===== config.mk =====
export PLATFORM = sky130hd
export DESIGN_NAME = scan_disk_request_scheduler
export DESIGN_NICKNAME = d
export VERILOG_FILES = /design/src/hw/rtl/sdrs_pkg.sv /design/src/hw/rtl/sdrs_dp.sv /design/src/hw/rtl/sdrs_ctrl.sv /design/src/hw/rtl/scan_disk_request_scheduler.sv
export SDC_FILE = /design/constraint.sdc
export NUM_CORES = 1
export LEC_CHECK = 0
export CAP_MARGIN = 10
export CORE_MARGIN = 2
export CORE_UTILIZATION = 45
export CTS_CLUSTER_SIZE = 20
export DETAILED_ROUTE_END_ITERATION = 6
export DONT_BUFFER_PORTS = 1
export PLACE_DENSITY = 0.57
export SLEW_MARGIN = 20
export SYNTH_ARGS = -nofsm -noshare
export SYNTH_HDL_FRONTEND = slang
export SYNTH_SLANG_ARGS = --single-unit

===== constraint.sdc =====
create_clock -name i_clk -period 8.1 [get_ports i_clk]
set_input_delay 1.62 -clock i_clk [delete_from_list [all_inputs] [get_ports i_clk]]
set_output_delay 1.62 -clock i_clk [all_outputs]
set_load 0.01 [all_outputs]

===== src/hw/rtl/sdrs_pkg.sv =====
// Shared widths, codes, defaults and controller/datapath types for the SCAN disk scheduler.
package sdrs_pkg;

    localparam int CYL_W    = 10;
    localparam int TAG_W    = 16;
    localparam int CFG_W    = 16;
    localparam int TIME_W   = 26;
    localparam int TRAVEL_W = 32;
    localparam int QCNT_W   = 5;
    localparam int STAT_W   = 2;
    localparam int CFG_IDX_W = 1;

    localparam int DEF_QUEUE_DEPTH   = 16;
    localparam int DEF_NUM_CYLINDERS = 1024;
    localparam int DEF_HOME_CYL      = 100;

    localparam logic [CFG_W-1:0] RST_OVERHEAD_US = 16'd3333;
    localparam logic [CFG_W-1:0] RST_SEEK_US     = 16'd15600;

    localparam logic [CFG_IDX_W-1:0] CFG_OVERHEAD = 1'b0;
    localparam logic [CFG_IDX_W-1:0] CFG_SEEK     = 1'b1;

    localparam logic ACT_ENQUEUE  = 1'b0;
    localparam logic ACT_DISPATCH = 1'b1;

    localparam logic [STAT_W-1:0] STAT_ACCEPTED = 2'd0;
    localparam logic [STAT_W-1:0] STAT_REJECTED = 2'd1;
    localparam logic [STAT_W-1:0] STAT_SERVED   = 2'd2;
    localparam logic [STAT_W-1:0] STAT_EMPTY    = 2'd3;

    typedef struct packed {
        logic [CYL_W-1:0] cyl;
        logic [TAG_W-1:0] tag;
    } t_entry;

    typedef struct packed {
        logic capture;
        logic enq;
        logic disp_empty;
        logic scan_clr;
        logic scan_rd;
        logic flip;
        logic shift_init;
        logic shift_rd;
        logic mul;
        logic serve;
    } t_dp_cmd;

    typedef struct packed {
        logic empty;
        logic scan_last;
        logic found;
        logic shift_none;
        logic shift_last;
    } t_dp_sts;

endpackage


===== src/hw/rtl/sdrs_dp.sv =====
// Datapath of the SCAN disk scheduler: entry memory, scan compare, shift, arithmetic, results.
module sdrs_dp
    import sdrs_pkg::*;
#(
    parameter int QUEUE_DEPTH   = DEF_QUEUE_DEPTH,
    parameter int NUM_CYLINDERS = DEF_NUM_CYLINDERS,
    parameter int HOME_CYL      = DEF_HOME_CYL
) (
    input  logic                  i_clk,
    input  logic                  i_rst_n,
    input  t_dp_cmd               i_cmd,
    output t_dp_sts               o_sts,
    input  logic                  i_cfg_we,
    input  logic [CFG_IDX_W-1:0]  i_cfg_idx,
    input  logic [CFG_W-1:0]      i_cfg_data,
    input  logic [CYL_W-1:0]      i_cylinder,
    input  logic [TAG_W-1:0]      i_req_tag,
    output logic                  o_strobe,
    output logic [STAT_W-1:0]     o_status,
    output logic [TAG_W-1:0]      o_served_tag,
    output logic [CYL_W-1:0]      o_served_cylinder,
    output logic [CYL_W-1:0]      o_seek_distance,
    output logic [TIME_W-1:0]     o_service_time_us,
    output logic                  o_scan_outward,
    output logic [TRAVEL_W-1:0]   o_head_travel_total,
    output logic [QCNT_W-1:0]     o_queue_count
);

    localparam int AW = $clog2(QUEUE_DEPTH);
    localparam int CW = $clog2(QUEUE_DEPTH + 1);
    localparam logic [16:0] MAX_CYL = 17'(NUM_CYLINDERS - 1);

    t_entry                r_mem [QUEUE_DEPTH];
    t_entry                r_rd_data;
    logic [AW-1:0]         r_rd_idx;
    logic [AW-1:0]         r_wr_idx;
    logic [AW-1:0]         r_cmp_idx;
    logic                  r_rd_vld;
    logic                  r_sh_vld;

    logic [CYL_W-1:0]      r_in_cyl;
    logic [TAG_W-1:0]      r_in_tag;
    logic [CW-1:0]         r_count;
    logic [CYL_W-1:0]      r_head;
    logic                  r_outward;
    logic [TRAVEL_W-1:0]   r_travel;
    logic [CFG_W-1:0]      r_overhead;
    logic [CFG_W-1:0]      r_seek;

    logic                  r_force;
    logic                  r_found;
    logic [AW-1:0]         r_best_idx;
    logic [CYL_W-1:0]      r_best_dist;
    t_entry                r_best_entry;
    logic [TIME_W-1:0]     r_prod;

    logic                  r_strobe;
    logic [STAT_W-1:0]     r_status;
    logic [TAG_W-1:0]      r_served_tag;
    logic [CYL_W-1:0]      r_served_cyl;
    logic [CYL_W-1:0]      r_seek_dist;
    logic [TIME_W-1:0]     r_stime;
    logic [QCNT_W-1:0]     r_qcount;
    logic                  r_res_outward;
    logic [TRAVEL_W-1:0]   r_res_travel;

    logic                  full;
    logic [CW-1:0]         last_idx;
    logic                  wr_en;
    logic [AW-1:0]         wr_addr;
    t_entry                wr_data;
    logic [CYL_W-1:0]      cyl_sat;
    logic                  ge_head;
    logic [CYL_W-1:0]      cmp_dist;
    logic                  cand;
    logic                  better;
    logic [TRAVEL_W:0]     travel_sum;

    assign full     = (r_count == CW'(QUEUE_DEPTH));
    assign last_idx = r_count - CW'(1);

    assign o_sts.empty      = (r_count == '0);
    assign o_sts.scan_last  = (CW'(r_rd_idx) == last_idx);
    assign o_sts.found      = r_found;
    assign o_sts.shift_none = (CW'(r_best_idx) == last_idx);
    assign o_sts.shift_last = (CW'(r_rd_idx) == last_idx);

    assign cyl_sat = ({7'd0, i_cylinder} > MAX_CYL) ? CYL_W'(MAX_CYL) : i_cylinder;

    always_comb begin
        wr_en   = 1'b0;
        wr_addr = r_wr_idx;
        wr_data = r_rd_data;
        if (r_sh_vld) begin
            wr_en = 1'b1;
        end else if (i_cmd.enq && !full) begin
            wr_en   = 1'b1;
            wr_addr = r_count[AW-1:0];
            wr_data = '{cyl: r_in_cyl, tag: r_in_tag};
        end
    end

    always_ff @(posedge i_clk) begin
        if (wr_en) begin
            r_mem[wr_addr] <= wr_data;
        end
        r_rd_data <= r_mem[r_rd_idx];
    end

    assign ge_head  = (r_rd_data.cyl >= r_head);
    assign cmp_dist = ge_head ? (r_rd_data.cyl - r_head) : (r_head - r_rd_data.cyl);
    assign cand     = r_force || (r_outward ? ge_head : !ge_head);
    assign better   = cand && (!r_found || (cmp_dist < r_best_dist));

    assign travel_sum = {1'b0, r_travel} + (TRAVEL_W + 1)'(r_best_dist);

    always_ff @(posedge i_clk) begin
        if (i_cmd.capture) begin
            r_in_cyl <= cyl_sat;
            r_in_tag <= i_req_tag;
        end
        r_rd_vld <= i_cmd.scan_rd;
        r_sh_vld <= i_cmd.shift_rd;
        if (i_cmd.scan_clr) begin
            r_rd_idx <= '0;
            r_force  <= (r_count == CW'(1));
        end else if (i_cmd.shift_init) begin
            r_rd_idx <= r_best_idx + AW'(1);
            r_wr_idx <= r_best_idx;
        end else if (i_cmd.scan_rd || i_cmd.shift_rd) begin
            r_rd_idx <= r_rd_idx + AW'(1);
        end
        if (i_cmd.scan_rd) begin
            r_cmp_idx <= r_rd_idx;
        end
        if (r_sh_vld) begin
            r_wr_idx <= r_wr_idx + AW'(1);
        end
        if (r_rd_vld && better) begin
            r_best_idx   <= r_cmp_idx;
            r_best_dist  <= cmp_dist;
            r_best_entry <= r_rd_data;
        end
        if (i_cmd.mul) begin
            r_prod <= TIME_W'(r_best_dist) * TIME_W'(r_seek);
        end
        if (!i_rst_n) begin
            r_found <= 1'b0;
        end else if (i_cmd.scan_clr) begin
            r_found <= 1'b0;
        end else if (r_rd_vld && better) begin
            r_found <= 1'b1;
        end
    end

    always_ff @(posedge i_clk) begin
        if (!i_rst_n) begin
            r_count    <= '0;
            r_head     <= CYL_W'(HOME_CYL);
            r_outward  <= 1'b1;
            r_travel   <= '0;
            r_overhead <= RST_OVERHEAD_US;
            r_seek     <= RST_SEEK_US;
        end else begin
            if (i_cfg_we) begin
                case (i_cfg_idx)
                    CFG_OVERHEAD: r_overhead <= i_cfg_data;
                    CFG_SEEK:     r_seek     <= i_cfg_data;
                    default:      ;
                endcase
            end
            if (i_cmd.enq && !full) begin
                r_count <= r_count + CW'(1);
            end
            if (i_cmd.flip) begin
                r_outward <= !r_outward;
            end
            if (i_cmd.mul) begin
                r_count  <= r_count - CW'(1);
                r_head   <= r_best_entry.cyl;
                r_travel <= travel_sum[TRAVEL_W] ? '1 : travel_sum[TRAVEL_W-1:0];
            end
        end
    end

    always_ff @(posedge i_clk) begin
        if (i_cmd.enq || i_cmd.disp_empty || i_cmd.serve) begin
            r_served_tag  <= '0;
            r_served_cyl  <= '0;
            r_seek_dist   <= '0;
            r_stime       <= '0;
            r_res_outward <= r_outward;
            r_res_travel  <= r_travel;
            r_qcount      <= QCNT_W'(r_count);
            if (i_cmd.enq) begin
                r_status <= full ? STAT_REJECTED : STAT_ACCEPTED;
                if (!full) begin
                    r_qcount <= QCNT_W'(r_count + CW'(1));
                end
            end else if (i_cmd.disp_empty) begin
                r_status <= STAT_EMPTY;
            end else begin
                r_status     <= STAT_SERVED;
                r_served_tag <= r_best_entry.tag;
                r_served_cyl <= r_best_entry.cyl;
                r_seek_dist  <= r_best_dist;
                r_stime      <= TIME_W'(r_overhead) + r_prod;
            end
        end
        if (!i_rst_n) begin
            r_strobe <= 1'b0;
        end else begin
            r_strobe <= i_cmd.enq || i_cmd.disp_empty || i_cmd.serve;
        end
    end

    assign o_strobe            = r_strobe;
    assign o_status            = r_status;
    assign o_served_tag        = r_served_tag;
    assign o_served_cylinder   = r_served_cyl;
    assign o_seek_distance     = r_seek_dist;
    assign o_service_time_us   = r_stime;
    assign o_scan_outward      = r_res_outward;
    assign o_head_travel_total = r_res_travel;
    assign o_queue_count       = r_qcount;

endmodule


===== src/hw/rtl/sdrs_ctrl.sv =====
// Controller state machine of the SCAN disk scheduler.
module sdrs_ctrl
    import sdrs_pkg::*;
(
    input  logic    i_clk,
    input  logic    i_rst_n,
    input  logic    start,
    input  logic    i_action,
    input  t_dp_sts i_sts,
    output t_dp_cmd o_cmd,
    output logic    busy
);

    typedef enum logic [3:0] {
        S_IDLE,
        S_ENQ,
        S_DISP,
        S_SCAN,
        S_SCAN_END,
        S_CHECK,
        S_SHIFT_INIT,
        S_SHIFT,
        S_SHIFT_END,
        S_MUL,
        S_SERVE
    } t_state;

    t_state r_state;
    t_state n_state;
    logic   r_flipped;
    logic   n_flipped;
    logic   accept;

    assign busy   = (r_state != S_IDLE);
    assign accept = start && !busy;

    always_comb begin
        o_cmd     = '0;
        n_state   = r_state;
        n_flipped = r_flipped;
        case (r_state)
            S_IDLE: begin
                o_cmd.capture = accept;
                if (accept) begin
                    n_state = (i_action == ACT_DISPATCH) ? S_DISP : S_ENQ;
                end
            end
            S_ENQ: begin
                o_cmd.enq = 1'b1;
                n_state   = S_IDLE;
            end
            S_DISP: begin
                n_flipped = 1'b0;
                if (i_sts.empty) begin
                    o_cmd.disp_empty = 1'b1;
                    n_state          = S_IDLE;
                end else begin
                    o_cmd.scan_clr = 1'b1;
                    n_state        = S_SCAN;
                end
            end
            S_SCAN: begin
                o_cmd.scan_rd = 1'b1;
                if (i_sts.scan_last) begin
                    n_state = S_SCAN_END;
                end
            end
            S_SCAN_END: begin
                n_state = S_CHECK;
            end
            S_CHECK: begin
                if (i_sts.found || r_flipped) begin
                    n_state = S_SHIFT_INIT;
                end else begin
                    o_cmd.flip     = 1'b1;
                    o_cmd.scan_clr = 1'b1;
                    n_flipped      = 1'b1;
                    n_state        = S_SCAN;
                end
            end
            S_SHIFT_INIT: begin
                o_cmd.shift_init = 1'b1;
                n_state          = i_sts.shift_none ? S_MUL : S_SHIFT;
            end
            S_SHIFT: begin
                o_cmd.shift_rd = 1'b1;
                if (i_sts.shift_last) begin
                    n_state = S_SHIFT_END;
                end
            end
            S_SHIFT_END: begin
                n_state = S_MUL;
            end
            S_MUL: begin
                o_cmd.mul = 1'b1;
                n_state   = S_SERVE;
            end
            S_SERVE: begin
                o_cmd.serve = 1'b1;
                n_state     = S_IDLE;
            end
            default: begin
                n_state = S_IDLE;
            end
        endcase
    end

    always_ff @(posedge i_clk) begin
        if (!i_rst_n) begin
            r_state   <= S_IDLE;
            r_flipped <= 1'b0;
        end else begin
            r_state   <= n_state;
            r_flipped <= n_flipped;
        end
    end

endmodule


===== src/hw/rtl/scan_disk_request_scheduler.sv =====
// Top level of the SCAN (elevator) disk request scheduler.
//
// Channel   Direction  Handshake                   Payload
// item      in         start high, busy low        i_action, i_cylinder, i_req_tag
// result    out        o_strobe, one cycle only    o_status ... o_queue_count
// config    in         i_cfg_we                    i_cfg_idx, i_cfg_data
//
// An enqueue item, or a dispatch to an empty queue, goes through its S_ENQ or S_DISP state
// and then raises its registered result strobe. A dispatch scans the queued entries once,
// or twice after a reversal, then shifts the younger entries down; every step goes
// through the single read port of the entry memory.
// Reset is synchronous and active low; the queue comes out of reset empty.
// Results cannot be held off, and busy stays high until the result is issued.
module scan_disk_request_scheduler
    import sdrs_pkg::*;
#(
    parameter int QUEUE_DEPTH   = DEF_QUEUE_DEPTH,
    parameter int NUM_CYLINDERS = DEF_NUM_CYLINDERS,
    parameter int HOME_CYL      = DEF_HOME_CYL
) (
    input  logic                  i_clk,
    input  logic                  i_rst_n,
    input  logic                  start,
    output logic                  busy,
    input  logic                  i_action,
    input  logic [CYL_W-1:0]      i_cylinder,
    input  logic [TAG_W-1:0]      i_req_tag,
    input  logic                  i_cfg_we,
    input  logic [CFG_IDX_W-1:0]  i_cfg_idx,
    input  logic [CFG_W-1:0]      i_cfg_data,
    output logic                  o_strobe,
    output logic [STAT_W-1:0]     o_status,
    output logic [TAG_W-1:0]      o_served_tag,
    output logic [CYL_W-1:0]      o_served_cylinder,
    output logic [CYL_W-1:0]      o_seek_distance,
    output logic [TIME_W-1:0]     o_service_time_us,
    output logic                  o_scan_outward,
    output logic [TRAVEL_W-1:0]   o_head_travel_total,
    output logic [QCNT_W-1:0]     o_queue_count
);

    t_dp_cmd cmd;
    t_dp_sts sts;

    sdrs_ctrl u_ctrl (
        .i_clk    (i_clk),
        .i_rst_n  (i_rst_n),
        .start    (start),
        .i_action (i_action),
        .i_sts    (sts),
        .o_cmd    (cmd),
        .busy     (busy)
    );

    sdrs_dp #(
        .QUEUE_DEPTH   (QUEUE_DEPTH),
        .NUM_CYLINDERS (NUM_CYLINDERS),
        .HOME_CYL      (HOME_CYL)
    ) u_dp (
        .i_clk               (i_clk),
        .i_rst_n             (i_rst_n),
        .i_cmd               (cmd),
        .o_sts               (sts),
        .i_cfg_we            (i_cfg_we),
        .i_cfg_idx           (i_cfg_idx),
        .i_cfg_data          (i_cfg_data),
        .i_cylinder          (i_cylinder),
        .i_req_tag           (i_req_tag),
        .o_strobe            (o_strobe),
        .o_status            (o_status),
        .o_served_tag        (o_served_tag),
        .o_served_cylinder   (o_served_cylinder),
        .o_seek_distance     (o_seek_distance),
        .o_service_time_us   (o_service_time_us),
        .o_scan_outward      (o_scan_outward),
        .o_head_travel_total (o_head_travel_total),
        .o_queue_count       (o_queue_count)
    );

endmodule


==> flow_summary.toml, run 1 <==
[outcome]
status = "complete, no violations"

[worst_setup_path]
r2r_setup_slack_ns = 2.44
start_kind = "flip-flop"
critPathTopFamily = "adder cells"
crit_buf_inv = 5
slowest_delay_ns = 0.72
r2r-start = "u_dp.r_best_dist[1]"
crit_path_end_kind = "flip-flop"
cp.depth = 20
critical-path-slowest-cell = "edfxtp_1"
critical_path_class = "reg2reg"
rr_worst_depth = 20
cp_cell_sequence = "nand2_1 -> fa_1 -> inv_1 -> fa_1 -> inv_1 -> fa_1 -> inv_1 -> fa_1 -> inv_1 -> fa_1 -> inv_1 -> ha_1 -> and3_1 -> o21a_1 -> o31ai_1 -> a21oi_1 -> nor2_1 -> o211ai_1 -> a31oi_1 -> xnor2_1"
worst_ep_required_time_ns = 8.49
path_max_fanout = 18
crit_end = "u_dp.r_prod[24]"
startpoint = "u_dp.r_best_dist[1]"
critical_path_arrival_ns = 6.04
r2r_end = "u_dp.r_prod[24]"

[clock_tree]
post-cts-setup-buffer-count = 0
cts_sinks = 738
htreeDepth = 3
cts_buffer_depth = 3
numCtsBuffers = 79
cts.hold.buffers_added = 0
ctsResizeCount = 0
clk_pin_slew_ns = 0.06
root_buffer = "clkbuf_16"
clock_latency_ns = 0.64
tritoncts = "built"

[synthesis]
synth_xor_area_frac = 0.0204
synth_top_area_share = 0.534
synth-seq-cells = 738
synth_fa_ha_area_frac = 0.109
synth_area_leaders = "edfxtp_1, mux4_2, dfxtp_1"
synth_ff_type = "edfxtp_1"
yosys_warnings = 0
yosys.area_share.simple = 0.0837
synth.top_cells.by_count = "edfxtp_1, nand2_1, inv_1"
synth.avg_cell_area_sq_um = 14.4
synth_area_sq_mm = 0.0348
ys_types = 79
yosysTopAreaCell = "edfxtp_1"
syn_inst = 2421
syn_nets = 2704
yosysMostFrequentCell = "edfxtp_1"
synth_edf_count = 619
seq_area_frac_synth = 0.603
muxShareOfSynthArea = 0.0941
synth_top_family_by_area = "adder cells"
async_flop_share = 0
synth_compound_area_frac = 0.0576

[floorplanning]
core_area_sq_mm = 0.0762
initial_core_util = 0.457
die_area_sq_mm = 0.0796
io_pins = 152
rows = 101
die_h_microns = 282
dieWidth_microns = 282

[power]
p_leak_nw = 13.9
ir_drop_v = 0.000181
powerDensity_mw_per_mm2 = 312

[drt]
wl_mm = 80.3
antenna_left = 0
detail_route.wl_per_cell_microns = 22.8
drc = 0
routed_via_density = 5.57
via_count = 19600
drtIter0Drc = 1888
firstDrtPassIters = 5

[finish]
fill_cells = 6349
drive_gt1_frac = 0.144
stdcell_area_sq_mm = 0.0387
diodes = 0
area_delta_synth_final_pct = 11.3
finalNetCount = 2708

[timing]
tns_ns = 0
fmax_mhz = 177
max-slew-margin-rel = 0.328
drv_slew = 0
hold_viol = 0
fin_crit_sh = 0.698
fin_worst_skew_ns = 0.0396
rsz0062_at_grt = "no"
tightest_slew_ns = 1.00
min_period_ns = 5.66
finalSetupViolations = 0

[global_route]
grt_pass1_vias = 19900
grt_pass1_wl_mm = 121
grt_max_degree = 76
grtUsageTotal = 0.204
overflow = 0
antenna_found_initial = 1

[placement]
gp_congestion = 0.864
dpl_cell_area_sq_mm = 0.0360
dp_hpwl_mm = 49.9
io_buffers = 0

[run]
max-cap-violations = 0

[hold_path]
hold_path.class = "reg2reg"
## metrics by stage
stage                     setup slack [ns]  utilization  instances  hold WS [ns]  total power (W)
after detailed placement              2.39        0.473       3372         0.405          0.00849
final                                 2.44        0.508       3521         0.418           0.0121
after global routing                  2.00        0.508       3521         0.429           0.0127
after CTS                             2.40        0.508       3519         0.420           0.0122
after floorplan                       1.83            -       2421         0.400          0.00760
after global placement                2.49        0.473       3372         0.402          0.00842
## area by class of cell
cell class | count | area, sq um | share of cell area
multi-input cells | 1389 | 12800 | 0.330
well taps | 1030 | 1290 | 0.0333
repair buffers | 38 | 318 | 0.00820
flip-flops and latches | 738 | 21000 | 0.542
clock inverters | 39 | 524 | 0.0135
clock buffers | 108 | 2160 | 0.0557
inverters | 179 | 672 | 0.0173
## how the worst min path moves through the flow
| stage | slack [ns] | to | from | cells after the start |
|---|---|---|---|---|
| 2_1_floorplan | 0.40 | u_dp.r_best_idx[0] | u_dp.r_cmp_idx[0] | 0 |
| 3_3_place_gp | 0.40 | u_dp.r_best_idx[2] | u_dp.r_cmp_idx[2] | 0 |
| 3_5_place_dp | 0.40 | u_dp.r_best_idx[2] | u_dp.r_cmp_idx[2] | 0 |
| 4_1_cts | 0.42 | u_dp.r_best_idx[2] | u_dp.r_cmp_idx[2] | 0 |
| 5_1_grt | 0.43 | u_dp.r_best_idx[2] | u_dp.r_cmp_idx[2] | 0 |
| 6_report | 0.42 | u_dp.r_best_idx[1] | u_dp.r_cmp_idx[1] | 0 |
## routing by layer
| layer | vias up | track usage | routed length [microns] |
|---|---|---|---|
| met5 | - | 0 | 0 |
| met4 | 0 | 0.0597 | 1700 |
| met3 | 116 | 0.0307 | 4410 |
| met2 | 533 | 0.333 | 38600 |
| met1 | 10100 | 0.286 | 35600 |
| li1 | 8862 | - | - |
## where the power goes
part / total (W) / switching [W] / internal (W)
clock: 0.00367 / 0.00154 / 0.00213
combinational: 0.00329 / 0.00182 / 0.00147
sequential: 0.00511 / 0.000299 / 0.00481
total: 0.0121 / 0.00366 / 0.00841
## cell usage in the layout, fill, tap and decap left out, types with 20 or more instances in the layout
| cell | netlist | layout |
|---|---|---|
| a21o_1 | 27 | 27 |
| a21oi_1 | 105 | 105 |
| a31oi_1 | 27 | 26 |
| and2_1 | 117 | 117 |
| and3_1 | 21 | 20 |
| buf_4 | 0 | 36 |
| clkbuf_1 | 94 | 23 |
| clkbuf_16 | 0 | 80 |
| dfxtp_1 | 119 | 116 |
| edfxtp_1 | 619 | 619 |
| fa_1 | 114 | 114 |
| ha_1 | 121 | 121 |
| inv_1 | 177 | 176 |
| mux2_2 | 25 | 25 |
| mux4_2 | 130 | 130 |
| nand2_1 | 220 | 220 |
| nand3_1 | 42 | 42 |
| nand4_1 | 22 | 22 |
| nor2_1 | 97 | 79 |
| nor3_1 | 22 | 22 |
| o21ai_0 | 70 | 68 |
| xnor2_1 | 36 | 36 |
| xor2_1 | 45 | 45 |
## flip-flops by register name, summed over array words and instances (netlist names), 5 cells and up
| signal | flops |
|---|---|
| u_dp.r_count | 5 |
| u_dp.o_head_travel_total | 32 |
| u_dp.r_seek | 16 |
| u_dp.r_in_cyl | 10 |
| u_dp.r_mem | 416 |
| u_dp.r_rd_data | 26 |
| u_dp.r_head | 10 |
| u_dp.o_seek_distance | 10 |
| u_dp.o_queue_count | 5 |
| u_dp.o_served_cylinder | 10 |
| u_dp.r_best_dist | 10 |
| u_dp.r_prod | 26 |
| u_dp.r_best_entry | 26 |
| u_dp.o_served_tag | 16 |
| u_dp.r_in_tag | 16 |
| u_dp.o_service_time_us | 26 |
| u_dp.r_travel | 32 |
| u_dp.r_overhead | 16 |
## cell families after synthesis
kind of cell    count (synthesis)
xor+xnor                       81
mux                           161
buf+inv                       294
simple gates                  596
flops                         738
compound gates                316
fa+ha+maj                     235
No activity file was read; power rests on OpenSTA's default activity.
==> inputs of run 2 (changes only) <==
--- a/config.mk
+++ b/config.mk
@@ -11,7 +11,7 @@
 export CTS_CLUSTER_SIZE = 20
 export DETAILED_ROUTE_END_ITERATION = 6
 export DONT_BUFFER_PORTS = 1
-export PLACE_DENSITY = 0.57
+export PLACE_DENSITY = 0.59
 export SLEW_MARGIN = 20
 export SYNTH_ARGS = -nofsm -noshare
 export SYNTH_HDL_FRONTEND = slang
==> constraint.sdc (replaced) <==
create_clock -name i_clk -period 4.9 [get_ports i_clk]
set_input_delay 0.98 -clock i_clk [delete_from_list [all_inputs] [get_ports i_clk]]
set_output_delay 0.98 -clock i_clk [all_outputs]
set_load 0.01 [all_outputs]
==> run 2 against run 1 <==
  * The run now ends with DRC, setup timing left
  * Core utilization increased by 1.8 points
  * Design area increased by 3.6%
  * Critical path depth decreased by 2
==> flow_summary.toml, run 2 (synthesis results as in run 1) <==
[drt]
routed_via_density = 5.52
wl_met3_mm = 3.94
firstDrtPassIters = 7
met2_wirelength_mm = 39.5
detail_route.wl_per_cell_microns = 22.4
drc = 2
met1Wirelength_mm = 35.7
antenna_left = 0
drtIter0Drc = 1572
wl_mm = 81.2
via_count = 20000
top_layer = "met4"

[finish]
final_cell_mix = "edfxtp_1, nand2_1, inv_1"
final_common_cell = "edfxtp_1"
area_delta_synth_final_pct = 15.4
fill_cells = 6286
finalNetCount = 2815
largest_reg_flops = 416
drive_gt1_frac = 0.209
largest-register = "u_dp.r_mem"
stdcell_count = 3631
diodes = 0

[clock_tree]
root_buffer = "clkbuf_16"
clock_latency_ns = 0.67
cts_buffer_depth = 3
cts.hold.buffers_added = 0
htreeDepth = 3
numCtsBuffers = 81
cts_sinks = 738
clk_pin_slew_ns = 0.06
tritoncts = "built"

[global_route]
grtUsageTotal = 0.205
grt_pass1_wl_mm = 123
antenna_found_initial = 2
grt_pass1_vias = 20700
grt_max_degree = 105
overflow = 0

[timing]
hold_viol = 0
rsz0062_at_grt = "yes"
setup_ws_ns = -0.216
fin_worst_skew_ns = 0.0524
drv_slew = 0
max-slew-margin-rel = 0.289
min_period_ns = 5.12
fin_crit_sh = 1.04
finalSetupViolations = 11
tightest_slew_ns = 1.06
fmax_mhz = 195

[floorplanning]
die_h_microns = 282
core_area_sq_mm = 0.0762
rows = 101
die_area_sq_mm = 0.0796
io_pins = 152
dieWidth_microns = 282
initial_core_util = 0.457

[worst_setup_path]
slowest_delay_ns = 0.53
critical-path-slowest-cell = "fa_2"
cp_cell_sequence = "buf_6 -> buf_6 -> and2_1 -> fa_2 -> fa_1 -> fa_1 -> fa_1 -> inv_1 -> fa_1 -> inv_1 -> ha_4 -> and4_4 -> nand3_2 -> a21o_1 -> a21o_1 -> a21oi_2 -> nand3b_1 -> nand3_1"
critical_path_class = "reg2reg"
path_max_fanout = 4
critical_path_arrival_ns = 5.49
crit_path_end_kind = "flip-flop"
start_kind = "flip-flop"
cp_common_cell = "fa_1"
worst_ep_required_time_ns = 5.28

[placement]
dp_hpwl_mm = 51.1
gp_congestion = 0.856
dp_cells = 3445
io_buffers = 0

[outcome]
status = "complete, but fails checks"
violations = "DRC, setup timing"

[power]
ir_drop_v = 0.000379
p_leak_nw = 14.6
powerDensity_mw_per_mm2 = 535
finalPower_w = 0.0215

[run]
max-cap-violations = 0

[hold_path]
hold_path.class = "in2reg"
run 2: cell types whose count changed in the layout (fill, tap and decap cells not counted), sizes merged:
cell      before  now
clkinvlp       4    6
buf           38  142
clkbuf       108  103
clkinv        24   32
inv          183  184
run 2: through the flow:
stage	hold slack, ns	TNS, ns	cell area [sq um]	util	worst slack (ns)
finish	0.399	-1.51	40100	0.527	-0.216
floorplan	0.400	-0.145	34900	-	-0.0771
global placement	0.401	-0.907	36700	0.482	-0.164
CTS	0.362	-0.833	39800	0.523	-0.176
global route	0.375	-3.61	40100	0.527	-0.362
detailed placement	0.408	-1.89	36700	0.482	-0.310
run 2: layout make-up:
class | instances | area (sq um) | area share
flip-flops and latches | 738 | 21000 | 0.523
clock inverters | 50 | 591 | 0.0147
repair buffers | 143 | 1260 | 0.0313
inverters | 179 | 672 | 0.0167
well taps | 1030 | 1290 | 0.0321
clock buffers | 102 | 2220 | 0.0553
multi-input cells | 1389 | 13100 | 0.327
run 2: repair_timing:
action	in CTS	in global routing
resized for setup	37	48
buffers inserted	22	13
setup endpoints to repair	12	55
gates cloned	0	1
pin swaps	27	49
run 2: report_power, final:
part | internal (W) | switching, W
Combinational | 0.00326 | 0.00359
Sequential | 0.00796 | 0.000390
Clock | 0.00364 | 0.00262
Total | 0.0149 | 0.00660
run 2: worst paths after layout:
| path | start | end | slack [ns] | depth (start not counted) |
|---|---|---|---|---|
| worst max-delay path | u_dp.r_best_dist[6] | u_dp.r_prod[25] | -0.22 | 18 |
| worst min-delay path | i_req_tag[9] | u_dp.r_in_tag[9] | 0.40 | 0 |
| worst max register to register | u_dp.r_best_dist[6] | u_dp.r_prod[25] | -0.22 | 18 |
| worst min register to register | u_dp.r_cmp_idx[2] | u_dp.r_best_idx[2] | 0.41 | 0 |
run 2: layer usage:
metal  up-vias  GRT usage
met2       535      0.337
li1       9087          -
met4         0     0.0634
met5         -          0
met1     10300      0.280
met3       116     0.0339
run 2: worst max-delay path, delay by kind of cell, from the launching register on:
kind / cells / cell delay, ns
adders and majority gates: 6 / 2.69
and+or+nand+nor: 5 / 0.69
AOI/OAI and AO/OA: 3 / 0.60
DFF: 1 / 0.45
buffers and inverters: 4 / 0.38
